### config.mk
export PLATFORM = sky130hd
export DESIGN_NAME = linear_weighted_moving_average
export DESIGN_NICKNAME = d
export VERILOG_FILES = /design/src/sv/lwma_pkg.sv /design/src/sv/lwma_cell.sv /design/src/sv/lwma_div.sv /design/src/sv/linear_weighted_moving_average.sv
export SDC_FILE = /design/constraint.sdc
export NUM_CORES = 1
export LEC_CHECK = 0
export CAP_MARGIN = 20
export CORE_MARGIN = 2
export CORE_UTILIZATION = 33
export CTS_CLUSTER_SIZE = 8
export DETAILED_ROUTE_END_ITERATION = 10
export DONT_BUFFER_PORTS = 1
export PLACE_DENSITY = 0.44
export SYNTH_ARGS = -nofsm -noshare
export SYNTH_HDL_FRONTEND = slang
export SYNTH_HIERARCHICAL = 1
export SYNTH_SLANG_ARGS = --single-unit
### constraint.sdc
create_clock -name i_clk -period 83.3 [get_ports i_clk]
set_input_delay 12.495 -clock i_clk [delete_from_list [all_inputs] [get_ports i_clk]]
set_output_delay 12.495 -clock i_clk [all_outputs]
set_load 0.05 [all_outputs]
### src/sv/lwma_pkg.sv
// Shared constants and types for the linearly weighted moving average block.
`default_nettype none
package lwma_pkg;
    localparam int WINDOW = 61;
    localparam int SAMPLE_W = 16;
    localparam int CNT_W = $clog2(WINDOW + 1);
    localparam int PSUM_W = SAMPLE_W + $clog2(WINDOW);
    localparam int DIV_W = $clog2(WINDOW * (WINDOW + 1) / 2 + 1);
    localparam int WSUM_W = DIV_W + SAMPLE_W;
    localparam int STEP_W = $clog2(SAMPLE_W);
    localparam logic [CNT_W-1:0] WIN_CNT = CNT_W'(WINDOW);

    typedef enum logic [1:0] {
        S_IDLE,
        S_START,
        S_WAIT,
        S_HOLD
    } t_state;

    typedef struct packed {
        logic busy;
        logic done;
    } t_div_status;
endpackage
`default_nettype wire

### src/sv/lwma_cell.sv
// One stage of the sample shift line, holding a single stored sample.
`default_nettype none
module lwma_cell import lwma_pkg::*; (
    input  wire logic                i_clk,
    input  wire logic                i_shift,
    input  wire logic [SAMPLE_W-1:0] i_data,
    output logic      [SAMPLE_W-1:0] o_data
);
    logic [SAMPLE_W-1:0] r_data;

    always_ff @(posedge i_clk) begin
        if (i_shift) begin
            r_data <= i_data;
        end
    end

    assign o_data = r_data;
endmodule
`default_nettype wire

### src/sv/lwma_div.sv
// Restoring divider that produces one quotient bit per cycle.
`default_nettype none
module lwma_div import lwma_pkg::*; (
    input  wire logic                i_clk,
    input  wire logic                i_rst_n,
    input  wire logic                i_start,
    input  wire logic [WSUM_W-1:0]   i_dividend,
    input  wire logic [DIV_W-1:0]    i_divisor,
    output t_div_status              o_status,
    output logic      [SAMPLE_W-1:0] o_quotient
);
    logic [WSUM_W-1:0]   r_rem;
    logic [WSUM_W-1:0]   r_den;
    logic [SAMPLE_W-1:0] r_quot;
    logic [STEP_W-1:0]   r_cnt;
    logic                r_busy;
    logic                r_done;
    logic                w_fit;

    assign w_fit = (r_rem >= r_den);

    always_ff @(posedge i_clk) begin
        if (!i_rst_n) begin
            r_busy <= 1'b0;
            r_done <= 1'b0;
            r_cnt  <= '0;
        end else begin
            r_done <= 1'b0;
            if (i_start) begin
                r_busy <= 1'b1;
                r_cnt  <= STEP_W'(SAMPLE_W - 1);
            end else if (r_busy) begin
                r_cnt <= r_cnt - 1'b1;
                if (r_cnt == '0) begin
                    r_busy <= 1'b0;
                    r_done <= 1'b1;
                end
            end
        end
    end

    always_ff @(posedge i_clk) begin
        if (i_start) begin
            r_rem  <= i_dividend;
            r_den  <= WSUM_W'(i_divisor) << (SAMPLE_W - 1);
            r_quot <= '0;
        end else if (r_busy) begin
            if (w_fit) begin
                r_rem <= r_rem - r_den;
            end
            r_den  <= r_den >> 1;
            r_quot <= {r_quot[SAMPLE_W-2:0], w_fit};
        end
    end

    assign o_status.busy = r_busy;
    assign o_status.done = r_done;
    assign o_quotient    = r_quot;
endmodule
`default_nettype wire

### src/sv/linear_weighted_moving_average.sv
// Top level: linearly weighted moving average over a shift line of sample cells.
// An accepted input beat updates the sums, starts the divider, waits for it and then loads the result register.
// A new beat is taken only after the 16-step divider has finished and its result is loaded for the output.
// An input beat is taken while an earlier result still waits on the output register.
// Reset is synchronous and active low; it clears the count and sums, not the samples.
`default_nettype none
module linear_weighted_moving_average import lwma_pkg::*; (
    input  wire logic                i_clk,
    input  wire logic                i_rst_n,
    input  wire logic                i_valid,
    output logic                     o_stall,
    input  wire logic [SAMPLE_W-1:0] i_sample_current,
    output logic                     o_valid,
    input  wire logic                i_stall,
    output logic      [SAMPLE_W-1:0] o_weighted_average
);
    t_state              r_state;
    t_state              n_state;
    logic [CNT_W-1:0]    r_fill;
    logic [CNT_W-1:0]    n_fill;
    logic [PSUM_W-1:0]   r_psum;
    logic [PSUM_W-1:0]   n_psum;
    logic [WSUM_W-1:0]   r_wsum;
    logic [WSUM_W-1:0]   n_wsum;
    logic [DIV_W-1:0]    r_divisor;
    logic [DIV_W-1:0]    n_divisor;
    logic                r_out_valid;
    logic [SAMPLE_W-1:0] r_out_data;

    logic                w_accept;
    logic                w_filling;
    logic [CNT_W-1:0]    w_weight;
    logic [WSUM_W-1:0]   w_prod;
    logic                w_start;
    logic                w_load;
    logic                w_out_free;
    t_div_status         w_div_status;
    logic [SAMPLE_W-1:0] w_quotient;
    logic [SAMPLE_W-1:0] w_line [WINDOW];

    assign w_accept   = i_valid && !o_stall;
    assign w_filling  = (r_fill < WIN_CNT);
    assign w_out_free = !r_out_valid || !i_stall;

    genvar g;
    generate
        for (g = 0; g < WINDOW; g++) begin : g_cell
            if (g == 0) begin : g_head
                lwma_cell u_cell (
                    .i_clk  (i_clk),
                    .i_shift(w_accept),
                    .i_data (i_sample_current),
                    .o_data (w_line[g])
                );
            end else begin : g_body
                lwma_cell u_cell (
                    .i_clk  (i_clk),
                    .i_shift(w_accept),
                    .i_data (w_line[g-1]),
                    .o_data (w_line[g])
                );
            end
        end
    endgenerate

    assign w_weight = w_filling ? (r_fill + 1'b1) : WIN_CNT;
    assign w_prod   = WSUM_W'(w_weight) * WSUM_W'(i_sample_current);

    always_comb begin
        n_fill    = r_fill;
        n_psum    = r_psum;
        n_wsum    = r_wsum;
        n_divisor = r_divisor;
        if (w_accept) begin
            if (w_filling) begin
                n_fill    = r_fill + 1'b1;
                n_psum    = r_psum + PSUM_W'(i_sample_current);
                n_wsum    = r_wsum + w_prod;
                n_divisor = r_divisor + DIV_W'(w_weight);
            end else begin
                n_psum = r_psum - PSUM_W'(w_line[WINDOW-1]) + PSUM_W'(i_sample_current);
                n_wsum = r_wsum - WSUM_W'(r_psum) + w_prod;
            end
        end
    end

    always_comb begin
        n_state = r_state;
        case (r_state)
            S_IDLE:  if (i_valid) n_state = S_START;
            S_START: n_state = S_WAIT;
            S_WAIT:  if (w_div_status.done) n_state = S_HOLD;
            S_HOLD:  if (w_out_free) n_state = S_IDLE;
            default: n_state = S_IDLE;
        endcase
    end

    always_comb begin
        o_stall = 1'b1;
        w_start = 1'b0;
        w_load  = 1'b0;
        case (r_state)
            S_IDLE:  o_stall = 1'b0;
            S_START: w_start = 1'b1;
            S_WAIT:  w_load  = 1'b0;
            S_HOLD:  w_load  = w_out_free;
            default: o_stall = 1'b1;
        endcase
    end

    always_ff @(posedge i_clk) begin
        if (!i_rst_n) begin
            r_state     <= S_IDLE;
            r_fill      <= '0;
            r_psum      <= '0;
            r_wsum      <= '0;
            r_divisor   <= '0;
            r_out_valid <= 1'b0;
        end else begin
            r_state   <= n_state;
            r_fill    <= n_fill;
            r_psum    <= n_psum;
            r_wsum    <= n_wsum;
            r_divisor <= n_divisor;
            if (w_load) begin
                r_out_valid <= 1'b1;
            end else if (!i_stall) begin
                r_out_valid <= 1'b0;
            end
        end
    end

    always_ff @(posedge i_clk) begin
        if (w_load) begin
            r_out_data <= w_quotient;
        end
    end

    lwma_div u_div (
        .i_clk     (i_clk),
        .i_rst_n   (i_rst_n),
        .i_start   (w_start),
        .i_dividend(r_wsum),
        .i_divisor (r_divisor),
        .o_status  (w_div_status),
        .o_quotient(w_quotient)
    );

    assign o_valid            = r_out_valid;
    assign o_weighted_average = r_out_data;

    a_fill_bounded: assert property (@(posedge i_clk) disable iff (!i_rst_n)
        r_fill <= WIN_CNT)
        else $error("Fill count above the window length.");

    a_accept_starts: assert property (@(posedge i_clk) disable iff (!i_rst_n)
        w_accept |=> (r_state == S_START) && (r_divisor != '0))
        else $error("Accepted beat did not start a division with a nonzero divisor.");

    a_done_in_wait: assert property (@(posedge i_clk) disable iff (!i_rst_n)
        w_div_status.done |-> (r_state == S_WAIT))
        else $error("Divider finished outside the wait state.");

    a_no_overwrite: assert property (@(posedge i_clk) disable iff (!i_rst_n)
        w_load |-> (!r_out_valid || !i_stall))
        else $error("Result loaded over a stalled output beat.");
endmodule
`default_nettype wire

# Word level (Yosys, flattened, before mapping)
# Index checks and enable logic that the tools add are counted.
[word_totals] output_inout_bits=18 reg_bits=1136
[classes] multipliers=1 n_addsub=10 muxes=23 magnitude_cmp=2 eq_ne=7 bitwise=2 reduce_logical=12
[ops] op="27-bit 2-to-1 mux" count=4
[ops] op="27-bit by 22-bit adder with 27-bit output" count=2
[ops] op="26-bit 2-to-1 mux" count=2
[ops] op="22-bit by 16-bit adder with 22-bit output" count=2
[ops] op="27-bit by 26-bit >= comparator with 1-bit output" count=1
[ops] op="27-bit by 22-bit subtractor with 27-bit output" count=1
[ops] op="27-bit by 26-bit subtractor with 27-bit output" count=1
[ops] op="6-bit by 16-bit multiplier with 22-bit output" count=1
[ops] op="22-bit 2-to-1 mux" count=1
[ops] op="22-bit by 16-bit subtractor with 22-bit output" count=1
[ops] op="11-bit by 6-bit adder with 11-bit output" count=1
[ops] op="1-bit 2-to-1 mux" count=9
[ops] op="4-bit 2-to-1 mux" count=2
[ops] op="2-bit one-hot mux with 4 select lines" count=1
[ops] op="6-bit by 1-bit adder with 6-bit output, second input constant" count=1
[ops] op="6-bit < comparator, second input constant" count=1
[ops] op="2-bit 2-to-1 mux" count=3
[ops] op="6-bit 2-to-1 mux" count=1
[ops] op="2-bit == test, second input constant" count=2
[ops] op="4-bit zero test" count=1
[ops] op="2-bit by 1-bit inequality test with 1-bit output, second input constant" count=2
[ops] op="2-bit inequality test, second input constant" count=2
[ops] op="2-bit AND reduction" count=2
[ops] op="2-bit nonzero test" count=2
[ops] op="other kinds (9)" count=11

# Longest topological paths before layout
# Gate-level depths: netlist of the first run.
[logic_depth] depth_word=5 mapped_depth=40 ltp_nobuf=34

# Cells and area by module
# Netlist of the first run, hierarchy kept.
[modules_own_cells] mod="lwma_cell" instances=61 area_per_inst_um2=480.5 cells_per_inst=16 seq_area_each_um2=480.5
[modules_own_cells] mod="linear_weighted_moving_average" instances=1 area_per_inst_um2=11827.6 cells_per_inst=1484 seq_area_each_um2=1861.8
[modules_own_cells] mod="lwma_div" instances=1 area_per_inst_um2=4704.5 cells_per_inst=523 seq_area_each_um2=1881.8

# Least setup slack after synthesis of the first run
# No wires, ideal clock.
[synth_path] path_kind="input -> register" from="in i_valid" to="reg g_cell[0].g_head.u_cell.r_data[0], enable pin" path_slack_ps=42046 setup_ps=1722 arrival_ps=39532 path_stages=5 path_cell_list="nand2_1 clkbuf_1 inv_2 clkbuf_1 clkbuf_1"
[synth_between] elab_chain_cells=1
[synth_rtl] element="from (decl)" line="linear_weighted_moving_average.sv:10" source="input wire logic i_valid,"
[synth_rtl] element="1-bit logical AND" line="linear_weighted_moving_average.sv:41" source="assign w_accept = i_valid && !o_stall;"
[synth_rtl] element="net w_accept" line="linear_weighted_moving_average.sv:30" source="logic w_accept;"
[synth_rtl] element="to (signal assigned)" line="lwma_cell.sv:13" source="r_data <= i_data;"
[synth_rtl] element="to (decl)" line="lwma_cell.sv:9" source="logic [SAMPLE_W-1:0] r_data;"
# The timed path passes the listed nets, and every way through them passes these cells.
# A chain may end at the register's enable or synchronous reset.

# Worst setup path in the final report of the first run
[layout_path] from="in i_sample_current[3]" to="reg r_wsum[23]"
[layout_between] elab_chain_cells=3 word_cells_on_any_way=4 cone_classes="add/sub (2); mul (1); mux (1)"
[layout_rtl] element="from (decl)" line="linear_weighted_moving_average.sv:12" source="input wire logic [SAMPLE_W-1:0] i_sample_current,"
[layout_rtl] element="6-bit by 16-bit multiplier with 22-bit output (*)" line="linear_weighted_moving_average.sv:67" source="assign w_prod = WSUM_W'(w_weight) * WSUM_W'(i_sample_current);"
[layout_rtl] element="27-bit by 22-bit adder with 27-bit output, on equally long branches" line="linear_weighted_moving_average.sv:82, linear_weighted_moving_average.sv:78"
[layout_rtl] element="27-bit 2-to-1 mux (*)" line="linear_weighted_moving_average.sv:75" source="if (w_filling) begin"
[layout_rtl] element="to (signal assigned)" line="linear_weighted_moving_average.sv:123" source="r_wsum <= n_wsum;"
[layout_rtl] element="to (decl)" line="linear_weighted_moving_average.sv:23" source="logic [WSUM_W-1:0] r_wsum;"
# Mark *: on every way between the ends. The rest lies on a longest branch, timed or not.

==> results of run 1 <==
## sequential cells by signal, indices dropped and copies added, names as in the netlist
register,flops
r_divisor,11
g_cell.g_body.u_cell/o_data,960
u_div/r_rem,27
u_div/o_quotient,16
u_div/r_busy,1
o_valid,1
r_wsum,27
u_div/r_done,1
r_fill,6
u_div/r_den,26
o_weighted_average,16
u_div/r_cnt,4
r_state,2
r_psum,22
g_cell.g_head.u_cell/o_data,16
## layer usage
| layer | up-vias | share of wire, % | track usage, % |
|---|---|---|---|
| met5 | - | 0 | 0 |
| met4 | 0 | 2.6 | 4.566 |
| met3 | 167 | 5.6 | 3.332 |
| met2 | 580 | 42 | 17.94 |
| met1 | 11840 | 50 | 18.31 |
| li1 | 11210 | - | - |
## path summary, 6_finish.rpt
check	start	to	slack [ns]
setup reg to reg	r_fill[0]$_SDFFE_PN0P_	r_wsum[23]$_SDFFE_PN0P_	73.73
setup / recovery	i_sample_current[3]	r_wsum[23]$_SDFFE_PN0P_	64.79
hold / removal	g_cell[36].g_body.u_cell/o_data[9]$_DFFE_PP_	g_cell[37].g_body.u_cell/o_data[9]$_DFFE_PP_	0.38
hold reg to reg	g_cell[36].g_body.u_cell/o_data[9]$_DFFE_PP_	g_cell[37].g_body.u_cell/o_data[9]$_DFFE_PP_	0.38
## through the flow
stage	util [%]	area [sq um]	hold WS (ns)
finish	38.40	52860	0.3814
global route	38.40	52860	0.3805
CTS	38.31	52730	0.3776
detailed placement	34.86	47990	0.4045
global placement	34.86	47990	0.4007
floorplan	-	45830	0.4003
## layout make-up
type	count	area share (%)
multi-input combinational	1502	21.78
sequential	1136	62.53
tap	1794	4.246
inverter	264	1.889
clock inverter	17	0.8450
clock buffer	224	8.125
timing repair buffer	29	0.5870
## power groups by stage
stage / logic, mW / registers, mW / clock network, mW
4_1_cts: 0.831 / 0.864 / 0.630
5_1_grt: 0.942 / 0.872 / 0.652
6_report: 0.841 / 0.859 / 0.604
3_5_place_dp: 0.826 / 0.871 / 0
3_3_place_gp: 0.811 / 0.868 / 0
2_1_floorplan: 0.638 / 1.02 / 0
==> impl_metrics.prom, run 1 <==
# TYPE chip_impl_metric gauge
chip_impl_metric{name="detail_route.drc_violations",unit=""} 0
chip_impl_metric{name="path_clk_slew",unit="ns"} 0.05
chip_impl_metric{name="final_instance_count_excl_fillers",unit=""} 4966
chip_impl_metric{name="overflow",unit=""} 0
chip_impl_metric{name="hpwl_reported_at_the_end_of_detailed_placement",unit="um"} 55340
chip_impl_metric{name="setup_slack",unit="ns"} 64.79
chip_impl_info{name="mostFrequentLayoutCell",value="sky130_fd_sc_hd__edfxtp_1"} 1
chip_impl_metric{name="synthesis.nets",unit=""} 3265
chip_impl_metric{name="max_freq",unit="MHz"} 54.03
chip_impl_metric{name="ctsHoldBuffers",unit=""} 0
chip_impl_info{name="hold_class",value="reg2reg"} 1
chip_impl_metric{name="worst_ir_drop_vdd",unit="mV"} 0.02551
chip_impl_metric{name="multiInputGateArea",unit="sq um"} 11510
chip_impl_metric{name="floorplan.rows",unit=""} 136
chip_impl_metric{name="finalHoldViolations",unit=""} 0
chip_impl_metric{name="count_of_final_max_slew_check_failures",unit=""} 0
chip_impl_metric{name="final-seq-area",unit="sq um"} 33050
chip_impl_metric{name="drive_gt1_share",unit="%"} 7.346
chip_impl_metric{name="clock_tree.buffer_depth",unit=""} 3
chip_impl_metric{name="drt_pre_antenna_iters",unit=""} 5
chip_impl_info{name="cts_tree",value="done"} 1
chip_impl_metric{name="worst_ep_arrival_time",unit="ns"} 19.21
chip_impl_metric{name="grt_pass1_wl",unit="um"} 138800
chip_impl_metric{name="io_pins",unit=""} 38
chip_impl_metric{name="pwr_density_cell",unit="nW/um^2"} 43.57
chip_impl_metric{name="grt_pass1_vias",unit=""} 24150
chip_impl_metric{name="fin_crit",unit="ns"} 18.51
chip_impl_metric{name="finalNetCount",unit=""} 3377
chip_impl_metric{name="antenna_found_initial",unit=""} 4
chip_impl_metric{name="worst-path-stages",unit=""} 30
chip_impl_metric{name="dieArea",unit="sq um"} 141900
chip_impl_metric{name="critPathRequiredTime",unit="ns"} 84.00
chip_impl_metric{name="routed_wl",unit="um"} 89390
chip_impl_info{name="crit_path_start_kind",value="input port"} 1
chip_impl_metric{name="synthCells",unit=""} 2982
chip_impl_metric{name="total_leakage_power",unit="nW"} 18.74
chip_impl_metric{name="setup_fix_buffers_added_after_clock_tree_synthesis",unit=""} 0
chip_impl_info{name="timing.critical_path.max_delay_family",value="compound AO/OA/AOI/OAI gates"} 1
chip_impl_metric{name="worstSkewPairLatency",unit="ns"} 0.78
chip_impl_metric{name="timing.hold.worst_path_depth",unit=""} 0
chip_impl_metric{name="p_switching",unit="mW"} 0.8141
chip_impl_metric{name="synth.cell_area",unit="sq um"} 45830
chip_impl_metric{name="critical-path-max-stage-delay",unit="ns"} 0.58
chip_impl_metric{name="avgSynthCellArea",unit="sq um"} 15.37
chip_impl_metric{name="fp.dieW",unit="um"} 376.7
chip_impl_metric{name="area.growth.synth_to_final",unit="%"} 15.34
chip_impl_metric{name="insertedDiodeCount",unit=""} 0
chip_impl_metric{name="placed_cells_incl_taps",unit=""} 4720
chip_impl_info{name="ctsRootBufferMaster",value="sky130_fd_sc_hd__clkbuf_16"} 1
chip_impl_metric{name="clock_skew",unit="ns"} 0.05537
chip_impl_info{name="rsz0062_at_grt",value="no"} 1
chip_impl_metric{name="dr_total_vias",unit=""} 23800
chip_impl_metric{name="preCtsSetupSlack",unit="ns"} 64.04
chip_impl_metric{name="seq_power_share",unit="%"} 37.3
chip_impl_metric{name="numCtsBuffers",unit=""} 161
chip_impl_info{name="layout.cells.most_common_list",value="sky130_fd_sc_hd__edfxtp_1, sky130_fd_sc_hd__inv_1, sky130_fd_sc_hd__a21oi_1"} 1
chip_impl_metric{name="drt_iter0_markers",unit=""} 1757
chip_impl_metric{name="initial_core_util",unit="%"} 33.29
chip_impl_info{name="cp_slowest_cell",value="sky130_fd_sc_hd__fa_1"} 1
chip_impl_metric{name="worstMarginPinSlew",unit="ns"} 1.028
chip_impl_metric{name="crit_fanout",unit=""} 6
chip_impl_metric{name="slew_headroom",unit="%"} 31.47
chip_impl_metric{name="htreeDepth",unit=""} 4
chip_impl_metric{name="ant_nets",unit=""} 0
chip_impl_metric{name="drv_cap",unit=""} 0
chip_impl_metric{name="fin_crit_sh",unit="%"} 22.22
chip_impl_metric{name="placement.io_buffers",unit=""} 0
chip_impl_info{name="worstSetupPathType",value="in2reg"} 1
chip_impl_metric{name="routed_via_density",unit=""} 4.793
chip_impl_metric{name="yosys_warnings",unit=""} 6
chip_impl_metric{name="internal_power",unit="mW"} 1.489
chip_impl_metric{name="setup_viol_count_final",unit=""} 0
chip_impl_metric{name="critPathBufInv",unit=""} 4
chip_impl_metric{name="power.switching_fraction",unit="%"} 35.34
chip_impl_metric{name="finalWeightedCongestion",unit=""} 0.8417
chip_impl_metric{name="core-area",unit="sq um"} 137700
chip_impl_metric{name="die_height",unit="um"} 376.7
chip_impl_metric{name="power.share.clock",unit="%"} 26.2
chip_impl_metric{name="power.combinational.fraction",unit="%"} 36.5
chip_impl_metric{name="r2r.worst_path.cells",unit=""} 33
chip_impl_info{name="critPathMostFrequentCell",value="sky130_fd_sc_hd__a21oi_1"} 1
chip_impl_info{name="worst_setup_path_end_kind",value="flop"} 1
chip_impl_metric{name="cts_resized",unit=""} 0
chip_impl_metric{name="report.power.total",unit="mW"} 2.303
chip_impl_metric{name="grt_use_total",unit="%"} 12.58
chip_impl_metric{name="grt_start_max_net_pins",unit=""} 160
chip_impl_metric{name="fin_tns_setup",unit="ns"} 0
chip_impl_metric{name="clock_sink_count",unit=""} 1136
chip_impl_metric{name="wl_per_cell",unit="um"} 18.00
chip_impl_metric{name="fillCellCount",unit=""} 12650
chip_impl_info{name="run_status",value="complete, no violations"} 1
(Power assumes the default switching activity.)
==> run 2: changes to the inputs <==
--- a/config.mk
+++ b/config.mk
@@ -5,13 +5,14 @@
 export SDC_FILE = /design/constraint.sdc
 export NUM_CORES = 1
 export LEC_CHECK = 0
+export ABC_AREA = 1
 export CAP_MARGIN = 20
 export CORE_MARGIN = 2
 export CORE_UTILIZATION = 33
 export CTS_CLUSTER_SIZE = 8
 export DETAILED_ROUTE_END_ITERATION = 10
 export DONT_BUFFER_PORTS = 1
-export PLACE_DENSITY = 0.44
+export PLACE_DENSITY = 0.45
 export SYNTH_ARGS = -nofsm -noshare
 export SYNTH_HDL_FRONTEND = slang
 export SYNTH_HIERARCHICAL = 1
==> constraint.sdc (replaced) <==
create_clock -name i_clk -period 16.3 [get_ports i_clk]
set_input_delay 2.445 -clock i_clk [delete_from_list [all_inputs] [get_ports i_clk]]
set_output_delay 2.445 -clock i_clk [all_outputs]
set_load 0.05 [all_outputs]
==> run 2 against run 1 <==
Design area rose by 4.5%. Sequential cell count unchanged. Highest routed layer is now met5. Core utilization down 0.42 points.
==> impl_metrics.prom, run 2 <==
# TYPE chip_impl_metric gauge
chip_impl_info{name="run_status",value="complete, no violations"} 1
chip_impl_info{name="crit_path_start_kind",value="flop"} 1
chip_impl_metric{name="multiInputGateArea",unit="sq um"} 12530
chip_impl_metric{name="drive_gt1_share",unit="%"} 6.722
chip_impl_metric{name="routed_wl",unit="um"} 108900
chip_impl_metric{name="floorplan.rows",unit=""} 140
chip_impl_metric{name="postLayoutCoreUtil",unit="%"} 37.98
chip_impl_metric{name="critPathBufInv",unit=""} 10
chip_impl_metric{name="grt_pass1_vias",unit=""} 26960
chip_impl_metric{name="ctsHoldBuffers",unit=""} 0
chip_impl_info{name="cts_tree",value="done"} 1
chip_impl_metric{name="ant_nets",unit=""} 0
chip_impl_metric{name="critPathRequiredTime",unit="ns"} 16.95
chip_impl_metric{name="overflow",unit=""} 0
chip_impl_metric{name="grt_use_total",unit="%"} 14.73
chip_impl_metric{name="numCtsBuffers",unit=""} 163
chip_impl_metric{name="drt_iter0_markers",unit=""} 2297
chip_impl_metric{name="die_height",unit="um"} 386.4
chip_impl_info{name="worstSetupPathType",value="reg2reg"} 1
chip_impl_metric{name="initial_core_util",unit="%"} 33.18
chip_impl_info{name="ctsRootBufferMaster",value="sky130_fd_sc_hd__clkbuf_16"} 1
chip_impl_metric{name="final-seq-area",unit="sq um"} 33050
chip_impl_metric{name="io_pins",unit=""} 38
chip_impl_metric{name="finalNetCount",unit=""} 4329
chip_impl_metric{name="cts_resized",unit=""} 0
chip_impl_metric{name="synthCells",unit=""} 3913
chip_impl_metric{name="synth.cell_area",unit="sq um"} 48240
chip_impl_info{name="cp_slowest_cell",value="sky130_fd_sc_hd__fa_1"} 1
chip_impl_metric{name="avgSynthCellArea",unit="sq um"} 12.33
chip_impl_metric{name="htreeDepth",unit=""} 4
chip_impl_metric{name="dpl-instance-area",unit="sq um"} 50520
chip_impl_metric{name="crit_fanout",unit=""} 27
chip_impl_metric{name="finish.instance_area",unit="sq um"} 55220
chip_impl_info{name="mostFrequentLayoutCell",value="sky130_fd_sc_hd__edfxtp_1"} 1
chip_impl_metric{name="antenna_found_initial",unit=""} 1
chip_impl_metric{name="hpwl_reported_at_the_end_of_detailed_placement",unit="um"} 74020
chip_impl_metric{name="drv_cap",unit=""} 0
chip_impl_metric{name="worstSkewPairLatency",unit="ns"} 0.78
chip_impl_metric{name="setup_viol_count_final",unit=""} 0
chip_impl_metric{name="core-area",unit="sq um"} 145400
chip_impl_info{name="critPathMostFrequentCell",value="sky130_fd_sc_hd__inv_1"} 1
chip_impl_metric{name="count_of_final_max_slew_check_failures",unit=""} 0
chip_impl_info{name="hold_class",value="reg2reg"} 1
chip_impl_info{name="timing.critical_path.max_delay_family",value="adder cells"} 1
chip_impl_metric{name="clock_skew",unit="ns"} 0.03484
chip_impl_info{name="worst_setup_path_end_kind",value="flop"} 1
chip_impl_metric{name="drt_pre_antenna_iters",unit=""} 6
chip_impl_metric{name="placement.io_buffers",unit=""} 0
chip_impl_metric{name="grt_start_max_net_pins",unit=""} 177
chip_impl_metric{name="path_clk_slew",unit="ns"} 0.05
chip_impl_metric{name="dr_total_vias",unit=""} 27760
chip_impl_metric{name="fin_crit",unit="ns"} 8.132
chip_impl_metric{name="largest_reg_flops",unit=""} 960
chip_impl_metric{name="setup_fix_buffers_added_after_clock_tree_synthesis",unit=""} 0
chip_impl_metric{name="fin_tns_setup",unit="ns"} 0
chip_impl_metric{name="clock_tree.buffer_depth",unit=""} 3
chip_impl_metric{name="wl_per_cell",unit="um"} 18.03
chip_impl_info{name="rsz0062_at_grt",value="no"} 1
chip_impl_metric{name="yosys_warnings",unit=""} 6
chip_impl_metric{name="clock_sink_count",unit=""} 1136
chip_impl_metric{name="routed_via_density",unit=""} 4.596
chip_impl_metric{name="detail_route.drc_violations",unit=""} 0
chip_impl_metric{name="fin_crit_sh",unit="%"} 49.89
chip_impl_metric{name="max_freq",unit="MHz"} 123.0
chip_impl_metric{name="fp.dieW",unit="um"} 386.4
chip_impl_metric{name="critical-path-max-stage-delay",unit="ns"} 0.53
chip_impl_metric{name="synthesis.nets",unit=""} 4196
chip_impl_info{name="layout.cells.most_common_list",value="sky130_fd_sc_hd__edfxtp_1, sky130_fd_sc_hd__nand2_1, sky130_fd_sc_hd__inv_1"} 1
chip_impl_metric{name="fillCellCount",unit=""} 14010
chip_impl_metric{name="worst_ep_arrival_time",unit="ns"} 8.78
chip_impl_metric{name="slew_headroom",unit="%"} 28.23
chip_impl_metric{name="finalWeightedCongestion",unit=""} 0.9120
chip_impl_metric{name="worstMarginPinSlew",unit="ns"} 1.077
chip_impl_metric{name="dieArea",unit="sq um"} 149300
chip_impl_metric{name="grt_pass1_wl",unit="um"} 164800
chip_impl_metric{name="finalHoldViolations",unit=""} 0
chip_impl_metric{name="area.growth.synth_to_final",unit="%"} 14.46
==> run 2: per-stage QoR <==
step	instances	worst slack [ns]	hold slack [ns]
2_1_floorplan	3913	1.237	0.4003
3_3_place_gp	5796	7.808	0.4003
3_5_place_dp	5796	7.851	0.4045
4_1_cts	6036	8.140	0.4043
5_1_grt	6038	7.634	0.4102
6_report	6040	8.168	0.4039
==> run 2: worst paths after layout <==
| path | slack [ns] | from | to | cells after the start |
|---|---|---|---|---|
| worst min register to register | 0.40 | g_cell[26].g_body.u_cell/o_data[11]$_DFFE_PP_ | g_cell[27].g_body.u_cell/o_data[11]$_DFFE_PP_ | 0 |
| worst max register to register | 8.17 | r_fill[0]$_SDFFE_PN0P_ | r_wsum[25]$_SDFFE_PN0P_ | 37 |
| worst min-delay path | 0.40 | g_cell[26].g_body.u_cell/o_data[11]$_DFFE_PP_ | g_cell[27].g_body.u_cell/o_data[11]$_DFFE_PP_ | 0 |
| worst max-delay path | 8.17 | r_fill[0]$_SDFFE_PN0P_ | r_wsum[25]$_SDFFE_PN0P_ | 37 |
==> run 2: final cells by class <==
class	count	area share, %
Antenna cell	2	0.009063
Sequential cell	1136	59.85
Clock inverter	19	0.5755
Clock buffer	221	7.837
Multi-Input combinational cell	2097	22.69
Tap cell	1917	4.344
Inverter	627	4.280
Timing Repair Buffer	21	0.4124
==> run 2: per-layer routing <==
layer	vias up	track usage [%]	wire (um)
met2	621	20.70	44900
met1	13510	21.48	53530
li1	13460	-	-
met5	-	0	13
met3	170	4.205	7300
met4	2	5.362	3139
==> run 2: worst register-to-register path: cells and delay by family, from the launching register on <==
family,cells,cell delay [ns]
compound gates,4,0.70
fa+ha+maj,7,2.95
buf+inv,10,1.58
flops,1,0.39
simple gates,16,2.38
Power of run 2 is not shown: default switching activity piles up to over one toggle a cycle in this logic, so the estimate is an artifact.
